[src/sv/mimq_pkg.sv]
// Package for the middle-insert queue: transfer payload types and operation codes.
// Used by mimq_ctrl and middle_insert_queue_unit; no dependencies of its own.
package mimq_pkg;

    localparam int OCC_W   = 11;
    localparam int VALUE_W = 32;

    localparam logic [1:0] ACT_PUSH_TAIL = 2'd0;
    localparam logic [1:0] ACT_PUSH_MID  = 2'd1;
    localparam logic [1:0] ACT_POP       = 2'd2;

    localparam logic [1:0] ST_OK    = 2'd0;
    localparam logic [1:0] ST_EMPTY = 2'd1;
    localparam logic [1:0] ST_FULL  = 2'd2;

    typedef struct packed {
        logic [1:0]                action;
        logic signed [VALUE_W-1:0] value;
    } t_in_item;

    typedef struct packed {
        logic [1:0]                status;
        logic signed [VALUE_W-1:0] popped_value;
        logic [OCC_W-1:0]          occupancy;
    } t_out_item;

endpackage

[src/sv/mimq_ctrl.sv]
// Queue control: ring pointers and counts of both halves, operation decode, rebalance.
// Depends on mimq_pkg; drives the write and read ports of the two mimq_ram instances.
module mimq_ctrl #(
    parameter int DEPTH    = 1024,
    parameter int HALF_CAP = 512,
    parameter int PW       = 9,
    parameter int SW       = 32
) (
    input  logic                 i_clk,
    input  logic                 i_rst_n,
    input  logic                 i_go,
    input  mimq_pkg::t_in_item   i_item,
    input  logic [SW-1:0]        i_front_head_word,
    input  logic [SW-1:0]        i_back_head_word,
    output logic                 o_front_we,
    output logic [PW-1:0]        o_front_waddr,
    output logic [SW-1:0]        o_front_wdata,
    output logic [PW-1:0]        o_front_raddr,
    output logic                 o_back_we,
    output logic [PW-1:0]        o_back_waddr,
    output logic [SW-1:0]        o_back_wdata,
    output logic [PW-1:0]        o_back_raddr,
    output mimq_pkg::t_out_item  o_result
);
    import mimq_pkg::*;

    localparam int CW   = $clog2(HALF_CAP + 1);
    localparam int SUMW = CW + 1;
    localparam int SZW  = $clog2(DEPTH + 1);
    localparam int OXW  = SZW + OCC_W;
    localparam logic [PW-1:0] LAST = PW'(HALF_CAP - 1);

    logic [PW-1:0] r_fh, n_fh, r_bh, n_bh;
    logic [CW-1:0] r_fc, n_fc, r_bc, n_bc;

    logic [SUMW-1:0] f_sum, b_sum;
    logic [PW-1:0]   f_tail, b_tail, fh_inc, bh_inc, bh_dec;
    logic [SZW-1:0]  size, n_size;
    logic [OXW-1:0]  occ_ext;
    logic            full, f_we, b_we;
    logic [PW-1:0]   b_wa;
    logic [SW-1:0]   f_wd, word;
    logic [1:0]      status;
    logic [SW-1:0]   popped;

    always_comb begin
        f_sum  = SUMW'(r_fh) + SUMW'(r_fc);
        b_sum  = SUMW'(r_bh) + SUMW'(r_bc);
        f_tail = (f_sum >= SUMW'(HALF_CAP)) ? PW'(f_sum - SUMW'(HALF_CAP)) : PW'(f_sum);
        b_tail = (b_sum >= SUMW'(HALF_CAP)) ? PW'(b_sum - SUMW'(HALF_CAP)) : PW'(b_sum);
        fh_inc = (r_fh == LAST) ? '0 : r_fh + PW'(1);
        bh_inc = (r_bh == LAST) ? '0 : r_bh + PW'(1);
        bh_dec = (r_bh == '0) ? LAST : r_bh - PW'(1);
        size   = SZW'(r_fc) + SZW'(r_bc);
        full   = (size >= SZW'(DEPTH));
        word   = i_item.value[SW-1:0];

        n_fh   = r_fh;
        n_bh   = r_bh;
        n_fc   = r_fc;
        n_bc   = r_bc;
        f_we   = 1'b0;
        b_we   = 1'b0;
        f_wd   = word;
        b_wa   = b_tail;
        status = ST_OK;
        popped = '0;

        case (i_item.action)
            ACT_PUSH_TAIL: begin
                if (full) begin
                    status = ST_FULL;
                end else if (size[0]) begin
                    b_we = 1'b1;
                    n_bc = r_bc + CW'(1);
                end else if (r_bc == '0) begin
                    f_we = 1'b1;
                    n_fc = r_fc + CW'(1);
                end else begin
                    // append to back, move back head to front tail
                    b_we = 1'b1;
                    f_we = 1'b1;
                    f_wd = i_back_head_word;
                    n_bh = bh_inc;
                    n_fc = r_fc + CW'(1);
                end
            end
            ACT_PUSH_MID: begin
                if (full) begin
                    status = ST_FULL;
                end else if (!size[0]) begin
                    f_we = 1'b1;
                    n_fc = r_fc + CW'(1);
                end else begin
                    b_we = 1'b1;
                    b_wa = bh_dec;
                    n_bh = bh_dec;
                    n_bc = r_bc + CW'(1);
                end
            end
            ACT_POP: begin
                if (size == '0) begin
                    status = ST_EMPTY;
                end else begin
                    popped = i_front_head_word;
                    n_fh   = fh_inc;
                    n_fc   = r_fc - CW'(1);
                    if (!size[0] && (r_bc != '0)) begin
                        // refill front tail from back head
                        f_we = 1'b1;
                        f_wd = i_back_head_word;
                        n_bh = bh_inc;
                        n_bc = r_bc - CW'(1);
                        n_fc = r_fc;
                    end
                end
            end
            default: begin
            end
        endcase

        n_size  = SZW'(n_fc) + SZW'(n_bc);
        occ_ext = OXW'(n_size);
    end

    assign o_front_we    = i_go & f_we;
    assign o_front_waddr = f_tail;
    assign o_front_wdata = f_wd;
    assign o_front_raddr = i_go ? n_fh : r_fh;
    assign o_back_we     = i_go & b_we;
    assign o_back_waddr  = b_wa;
    assign o_back_wdata  = word;
    assign o_back_raddr  = i_go ? n_bh : r_bh;

    assign o_result.status       = status;
    assign o_result.popped_value = VALUE_W'(popped);
    assign o_result.occupancy    = occ_ext[OCC_W-1:0];

    always_ff @(posedge i_clk) begin
        if (!i_rst_n) begin
            r_fh <= '0;
            r_bh <= '0;
            r_fc <= '0;
            r_bc <= '0;
        end else if (i_go) begin
            r_fh <= n_fh;
            r_bh <= n_bh;
            r_fc <= n_fc;
            r_bc <= n_bc;
        end
    end

endmodule
[config.mk]
export PLATFORM = sky130hd
export DESIGN_NAME = mimq_ctrl
export DESIGN_NICKNAME = d
export VERILOG_FILES = /design/src/sv/mimq_pkg.sv /design/src/sv/mimq_ctrl.sv
export SDC_FILE = /design/constraint.sdc
export NUM_CORES = 1
export LEC_CHECK = 0
export BUFFER_PORTS_ARGS = -buffer_cell sky130_fd_sc_hd__buf_2
export CAP_MARGIN = 20
export CORE_MARGIN = 3
export CORE_UTILIZATION = 50
export CTS_CLUSTER_SIZE = 30
export DETAILED_ROUTE_END_ITERATION = 16
export GPL_ROUTABILITY_DRIVEN = 0
export PLACE_DENSITY = 0.95
export SYNTH_ARGS = -nofsm -noshare
export SYNTH_HDL_FRONTEND = slang
export SYNTH_SLANG_ARGS = --single-unit
export TNS_END_PERCENT = 100
[constraint.sdc]
create_clock -name i_clk -period 7.2 [get_ports i_clk]
set_input_delay 1.08 -clock i_clk [delete_from_list [all_inputs] [get_ports i_clk]]
set_output_delay 1.08 -clock i_clk [all_outputs]
set_load 0.03 [all_outputs]
==> out/metrics.cfg, run 1 <==
[placement]
io_buffer_count=247
post-place-ws_ps=745
placedInstanceArea_um2=7050
post-place-cells=1138
hpwlAfterDp_mm=16.9

[cells_and_area]
multiInputGateArea_um2=4690
final_nets=1152
final.fill_count=972
drive_gt1_share_pct=31.0
final_util_pct=62.1
n_antenna_cell=0
area_growth_pct=19.6
design_area_um2=7210
regArea_um2=761
post_layout_nonfiller_instances=1146

[setup_path]
worst_r2r_endpoint=r_bc[3]
flop_to_flop_setup_slack_ps=3150
worstPathMaxFanout=11
crit_type=flip-flop to output port
cp_slowest_stage_delay_ps=450
worst_path_max_delay_cell=sky130_fd_sc_hd__a311oi_2
critPathArrivalTime_ps=5750
worst-r2r-cell-count=11
reg2reg_from=r_fc[0]
worst_setup_path_start_kind=flip-flop
cp_data_required_time_ps=6120
worstSetupEndpointType=output port
path_cells=ha_1 -> fa_1 -> a21o_1 -> a221o_1 -> a311o_1 -> a311oi_2 -> a41oi_4 -> nand2_1 -> o21ai_0 -> a31o_2 -> ha_1 -> a21o_1 -> a21oi_1 -> o21ai_0 -> a21oi_1 -> o21ai_0 -> a21o_1 -> a21oi_1 -> xnor2_1 -> buf_2

[synth]
most_used_standard_cell_by_instance_count_after_synthesis=sky130_fd_sc_hd__nand2_1
synth_area_um2=6030
synth_common_cells=sky130_fd_sc_hd__nand2_1 (77), sky130_fd_sc_hd__a21oi_1 (61), sky130_fd_sc_hd__nor2_1 (53)
synthDominantAreaCellType=sky130_fd_sc_hd__dfxtp_1
post_synth_top_flop=sky130_fd_sc_hd__dfxtp_1
synth.top_cell.area_share_pct=12.6
synth.yosys.warnings=0
flip_flop_and_latch_count_after_synthesis=38
syn_inst=821
synth.yosys.seq_area_share_pct=12.6
synth_fp_nets=971
mean_cell_area_of_the_mapped_netlist_um2=7.35
postSynth.asyncResetShare_pct=0
yosys-top-cells-area=sky130_fd_sc_hd__dfxtp_1 (13%), sky130_fd_sc_hd__ha_1 (9.3%), sky130_fd_sc_hd__mux2_4 (7.5%)
yosysUniqueCellTypes=74
synth_enable_flop_cells=0

[clocking]
ctsResizeCount=0
clock_insertion_delay_worst_skew_ps=290
ctsHtreeMaxLevel=2
clkSinkCount=38
clk_root_buffer_cell=sky130_fd_sc_hd__clkbuf_16
cts_tree=done
cts_made_buffers=5
clkTransAtPathRegs_ps=60
clk_path_buf_depth=2
buffers_inserted_during_post_cts_setup_optimization=0
cts_hold_buf=0

[sta]
worst_clock_skew_ps=7.84
tns_ps=0
max_slew_margin_pct=27.8
final.min_clock_period_ps=6830
rsz_0062_raised_after_global_routing=false
clock.fmax_ghz=0.146
fin_worst_hold_slack_ps=560
timing.final.setup_violations=0
max_slew.worst_pin.slew_ps=1080
hold_viol=0
post-route-period-util_pct=94.8
timing_max_transition_violations_final=0
layout_setup_ws_ps=371

[die]
coreArea_um2=11600
height_of_the_die_um=116
initial_core_util_pct=51.9
die_area_um2=13400
io-pin-count=248
floorplan.rows=39
die-width_um=116

[min_path]
worstHoldStart=r_fh[0]
min-delay-path-class=flip-flop to flip-flop
hold_path_end=r_fh[0]
min_delay_path_depth=2

[global_routing]
first_global_vias=6648
grt_start_max_net_pins=33
grt_usage_pct=31.5
grt_antenna_before_repair=0
grt_overflow=0
first_pass_grt_wire_length_mm=33.7

[route]
drt_drc_violations_left=0
initialDrtViolationCount=1108
vias_per_cell=6.42
routed_wirelength_mm=22.4
detailroute.via_count=7357
antenna_violating_nets_post_route=0
wire_per_inst_um=19.5
iteration_count_of_the_initial_detailed_routing_pass=8

[pwr]
vdd_ir_drop_max_mv=0.147
p_total_mw=1.46
leakagePower_nw=3.63
power_density_nw_per_um2=202

[flow_run]
timing.max_cap.violations=0

[status]
run_status=finished, final reports clean

## area by class of cell
| class | instances | area share, % |
|---|---|---|
| inverter | 34 | 1.77 |
| multi-input combinational | 667 | 65.1 |
| clock buffer | 7 | 1.98 |
| clock inverter | 1 | 0.0694 |
| sequential | 38 | 10.5 |
| timing repair buffer | 256 | 18.1 |
| tap | 143 | 2.48 |
## registers in the layout, summed over array words and instances, names as in the netlist
| signal | count |
|---|---|
| r_bc | 10 |
| r_bh | 9 |
| r_fc | 10 |
| r_fh | 9 |
## routing by layer
metal	up-vias	global-route usage, %	wire length, um	part of all wire, %
li1	3307	-	-	-
met5	-	0	0	0
met1	3241	36.3	7580	34
met4	0	15.6	1320	5.9
met2	660	54.5	10300	46
met3	149	7.26	3190	14
## worst max-delay path: cells and delay by family (launching register included)
kind            cells  cell delay [ps]
simple gates        1              250
compound gates     14             3440
flops               1              410
fa+ha+maj           3              990
buf+inv             1              220
xor+xnor            1              130
## layout by cell type, fill, tap and decap left out, types with 5 or more instances in the layout
cell / Yosys / layout
sky130_fd_sc_hd__nor3_1: 21 / 21
sky130_fd_sc_hd__xnor2_1: 38 / 38
sky130_fd_sc_hd__nor2_1: 53 / 53
sky130_fd_sc_hd__a211oi_1: 6 / 6
sky130_fd_sc_hd__a211o_1: 5 / 5
sky130_fd_sc_hd__nand2b_1: 8 / 8
sky130_fd_sc_hd__buf_2: 5 / 247
sky130_fd_sc_hd__o31ai_1: 12 / 12
sky130_fd_sc_hd__nor2b_1: 6 / 6
sky130_fd_sc_hd__a21oi_1: 61 / 61
sky130_fd_sc_hd__a31oi_1: 23 / 23
sky130_fd_sc_hd__o21ai_0: 48 / 48
sky130_fd_sc_hd__nand2_1: 77 / 77
sky130_fd_sc_hd__mux2_2: 5 / 5
sky130_fd_sc_hd__clkbuf_16: 0 / 5
sky130_fd_sc_hd__nor4_1: 5 / 5
sky130_fd_sc_hd__mux2_4: 30 / 30
sky130_fd_sc_hd__nand3_1: 24 / 24
sky130_fd_sc_hd__ha_1: 45 / 45
sky130_fd_sc_hd__xor2_1: 12 / 12
sky130_fd_sc_hd__or3_1: 5 / 5
sky130_fd_sc_hd__buf_4: 33 / 9
sky130_fd_sc_hd__inv_1: 31 / 31
sky130_fd_sc_hd__and2_1: 46 / 46
sky130_fd_sc_hd__and3_1: 17 / 17
sky130_fd_sc_hd__o21a_1: 7 / 7
sky130_fd_sc_hd__a21o_1: 16 / 16
sky130_fd_sc_hd__dfxtp_1: 38 / 38
sky130_fd_sc_hd__nand4_1: 15 / 15
## cell families (layout without fill, tap and decap cells)
group | after synthesis | after routing | synth area share (%)
adder cells (fa/ha/maj) | 49 | 49 | 10.7
AO/OA/AOI/OAI | 234 | 234 | 25.7
multiplexers | 39 | 39 | 9.06
AND/OR/NAND/NOR | 295 | 295 | 24.8
XOR/XNOR | 50 | 50 | 7.26
buffers and inverters | 116 | 298 | 9.87
flip-flops | 38 | 38 | 12.6
## where the power goes
part,switching [mW],internal [mW]
registers,0.0380,0.223
logic,0.635,0.326
clock network,0.0965,0.138
## worst max path at each step
stage | cells after the start | slack, ps | endpoint | startpoint
2_1_floorplan | 20 | 990 | o_result[10] | r_fc[0]
3_3_place_gp | 21 | 990 | o_result[10] | r_fc[0]
3_5_place_dp | 21 | 740 | o_result[10] | r_fc[0]
4_1_cts | 21 | 420 | o_result[10] | r_fc[0]
5_1_grt | 20 | 90 | o_result[9] | r_fc[0]
6_report | 20 | 370 | o_result[9] | r_fc[0]
(Power assumes the default switching activity.)
==> run 2, diff against run 1 <==
--- a/config.mk
+++ b/config.mk
@@ -5,14 +5,15 @@
 export SDC_FILE = /design/constraint.sdc
 export NUM_CORES = 1
 export LEC_CHECK = 0
+export ABC_AREA = 1
 export BUFFER_PORTS_ARGS = -buffer_cell sky130_fd_sc_hd__buf_2
 export CAP_MARGIN = 20
 export CORE_MARGIN = 3
-export CORE_UTILIZATION = 50
+export CORE_UTILIZATION = 40
 export CTS_CLUSTER_SIZE = 30
 export DETAILED_ROUTE_END_ITERATION = 16
 export GPL_ROUTABILITY_DRIVEN = 0
-export PLACE_DENSITY = 0.95
+export PLACE_DENSITY = 0.79
 export SYNTH_ARGS = -nofsm -noshare
 export SYNTH_HDL_FRONTEND = slang
 export SYNTH_SLANG_ARGS = --single-unit
==> run 2 against run 1 <==
  * Combinational power fell by 4.8%
  * Clock power up 15%
  * First-iteration DRC count is 20% lower
  * Final area grew 12%
  * Synthesized cell count grew 53%
  * Hold slack gained 9.1 ps
  * Critical path type unchanged
  * Largest power group unchanged
  * Highest routed layer unchanged
==> out/metrics.cfg, run 2 <==
[sta]
timing_max_transition_violations_final=0
max_slew.worst_pin.slew_ps=1030
max_slew_margin_pct=30.8
hold_viol=0
tns_ps=0
final.min_clock_period_ps=6420
post-route-period-util_pct=89.2
clock.fmax_ghz=0.156
timing.final.setup_violations=0
rsz_0062_raised_after_global_routing=false
worst_clock_skew_ps=5.34
layout_setup_ws_ps=776

[global_routing]
grt_usage_pct=24.1
grt_overflow=0
first_pass_grt_wire_length_mm=36.6
grt_antenna_before_repair=0
first_global_vias=7530
grt_start_max_net_pins=36

[synth]
syn_inst=1253
flip_flop_and_latch_count_after_synthesis=38
yosysUniqueCellTypes=38
synth.yosys.seq_area_share_pct=11.2
synthDominantAreaCellType=sky130_fd_sc_hd__nand2_1
synth_fp_nets=1403
synth_enable_flop_cells=0
yosys-top-cells-area=sky130_fd_sc_hd__nand2_1 (22%), sky130_fd_sc_hd__dfxtp_1 (11%), sky130_fd_sc_hd__inv_1 (9.7%)
post_synth_top_flop=sky130_fd_sc_hd__dfxtp_1
postSynth.asyncResetShare_pct=0
synth.yosys.warnings=0
synth_common_cells=sky130_fd_sc_hd__nand2_1 (392), sky130_fd_sc_hd__inv_1 (174), sky130_fd_sc_hd__nor2_1 (114)
mean_cell_area_of_the_mapped_netlist_um2=5.40
synth_area_um2=6770
synth.top_cell.area_share_pct=21.7
most_used_standard_cell_by_instance_count_after_synthesis=sky130_fd_sc_hd__nand2_1

[pwr]
vdd_ir_drop_max_mv=0.166
leakagePower_nw=4.82
share_seq_of_total_power_pct=18.2
p_comb_share_pct=63.2
total_switching_power_uw=773
power.clock.fraction_pct=18.7
power_report.internal_total_uw=677
power_density_nw_per_um2=179
switching_share_pct=53.3

[clocking]
cts_made_buffers=5
clk_path_buf_depth=2
buffers_inserted_during_post_cts_setup_optimization=0
cts_hold_buf=0
cts_tree=done
ctsResizeCount=0
clkSinkCount=38
clkTransAtPathRegs_ps=60
clk_root_buffer_cell=sky130_fd_sc_hd__clkbuf_16
ctsHtreeMaxLevel=2
clock_insertion_delay_worst_skew_ps=290

[placement]
hpwlAfterDp_mm=18.6
post-place-cells=1638
io_buffer_count=247
placedInstanceArea_um2=7880
post-place-ws_ps=1170

[cells_and_area]
layout.cells.most_common=sky130_fd_sc_hd__nand2_1
post_layout_nonfiller_instances=1646
final_nets=1580
drive_gt1_share_pct=19.7
n_antenna_cell=0
layout_common_cells=sky130_fd_sc_hd__nand2_1 (392), sky130_fd_sc_hd__buf_2 (247), sky130_fd_sc_hd__inv_1 (174)
design_area_um2=8080
area_growth_pct=19.4
top_regs=r_bc (10), r_fc (10)

[route]
initialDrtViolationCount=882
detailroute.via_count=8585
vias_per_cell=5.22
drt_drc_violations_left=0
routed_wirelength_mm=23.8
iteration_count_of_the_initial_detailed_routing_pass=6
wire_per_inst_um=14.5
antenna_violating_nets_post_route=0

[die]
coreArea_um2=16200
io-pin-count=248
initial_core_util_pct=41.7
height_of_the_die_um=136
die-width_um=136
floorplan.rows=46
die_area_um2=18500

[setup_path]
timing.critical_path.max_delay_family=simple AND/OR/NAND/NOR gates
worst-path-stages=24
worst_setup_path_start_kind=flip-flop
worst_path_max_delay_cell=sky130_fd_sc_hd__dfxtp_1
timing.critical_path.from=r_fc[5]
worstPathMaxFanout=13
critPathArrivalTime_ps=5340
worst-r2r-cell-count=16
critical-path-top-cell-by-count=sky130_fd_sc_hd__nand2_1
crit_type=flip-flop to output port
cp_data_required_time_ps=6120
worstSetupEndpointType=output port
setup.worst_path.end=o_result[8]
cp_slowest_stage_delay_ps=620
flop_to_flop_setup_slack_ps=3460
worst_r2r_endpoint=r_bh[5]
reg2reg_from=r_fc[5]
path_cells=ha_1 -> nand2_1 -> nand2_1 -> inv_2 -> nand2_1 -> nand2_1 -> nand2_1 -> nor2_1 -> inv_2 -> nor2_1 -> o21ai_0 -> o21ai_0 -> inv_1 -> a22oi_1 -> inv_1 -> fa_1 -> o21ai_0 -> a21oi_1 -> inv_1 -> a21oi_1 -> o21bai_1 -> a21o_1 -> xor2_1 -> buf_2
path_buf_inv=6

[status]
run_status=finished, final reports clean

[flow_run]
timing.max_cap.violations=0

[min_path]
min-delay-path-class=flip-flop to flip-flop
min_delay_path_depth=2

## run 2: layout make-up
class,count,area (um^2)
Tap cell,216,270
Fill cell,1647,8150
Inverter,182,683
Sequential cell,38,761
Clock inverter,1,30.0
Timing Repair Buffer,258,1360
Clock buffer,6,139
Multi-Input combinational cell,945,4840
## run 2: how the worst min path moves through the flow
stage                  from  endpoint  slack (ps)
floorplan           r_fh[1]   r_fh[1]         500
global placement    r_fh[1]   r_fh[1]         540
detailed placement  r_fh[1]   r_fh[1]         550
CTS                 r_fh[1]   r_fh[1]         560
global route        r_fh[1]   r_fh[1]         600
finish              r_fh[1]   r_fh[1]         570
## run 2: kinds of logic (layout without fill, tap and decap cells)
| family | Yosys count | count (layout) | synth area share [%] |
|---|---|---|---|
| DFF | 38 | 38 | 11.2 |
| adders and majority gates | 49 | 49 | 9.51 |
| AOI/OAI and AO/OA | 200 | 200 | 16.3 |
| xor gates and xnor gates | 46 | 46 | 5.96 |
| buffers and inverters | 270 | 447 | 17.3 |
| and+or+nand+nor | 650 | 650 | 39.7 |
## run 2: through the flow
| step | hold slack (ps) | total power, mW | utilization, % |
|---|---|---|---|
| after detailed placement | 552 | 1.17 | 48.6 |
| after global placement | 542 | 1.16 | 48.4 |
| after CTS | 564 | 1.44 | 49.6 |
| final | 569 | 1.45 | 49.8 |
| after floorplan | 500 | 0.930 | - |
| after global routing | 604 | 1.55 | 49.8 |
## run 2: worst reg2reg max path, stage by stage, from the launching register on
cell and delay (ps):
sky130_fd_sc_hd__dfxtp_1 620, sky130_fd_sc_hd__ha_1 380, sky130_fd_sc_hd__nand2_1 80, sky130_fd_sc_hd__nand2_1 70
sky130_fd_sc_hd__inv_2 80, sky130_fd_sc_hd__nand2_1 50, sky130_fd_sc_hd__nand2_1 50, sky130_fd_sc_hd__nand2_1 40
sky130_fd_sc_hd__nor2_1 620, sky130_fd_sc_hd__buf_4 350, sky130_fd_sc_hd__nand2_1 110, sky130_fd_sc_hd__nor2_1 490
sky130_fd_sc_hd__nand3_1 230, sky130_fd_sc_hd__o211ai_1 140, sky130_fd_sc_hd__nand3_1 110, sky130_fd_sc_hd__nand2_1 100
sky130_fd_sc_hd__a21oi_1 70
## run 2: layer usage
| layer | global-route usage [%] | up-vias | wire, um |
|---|---|---|---|
| li1 | - | 4311 | - |
| met1 | 30.3 | 3683 | 9550 |
| met2 | 41.5 | 538 | 11000 |
| met3 | 3.89 | 53 | 2560 |
| met4 | 8.34 | 0 | 692 |
| met5 | 0 | - | 0 |
## run 2: power groups by stage
| stage | logic [mW] | registers (mW) | clock network, mW |
|---|---|---|---|
| detailed placement | 0.904 | 0.266 | 0 |
| global placement | 0.894 | 0.266 | 0 |
| finish | 0.915 | 0.264 | 0.270 |
| global route | 1.00 | 0.266 | 0.281 |
| floorplan | 0.686 | 0.243 | 0 |
| CTS | 0.909 | 0.261 | 0.274 |
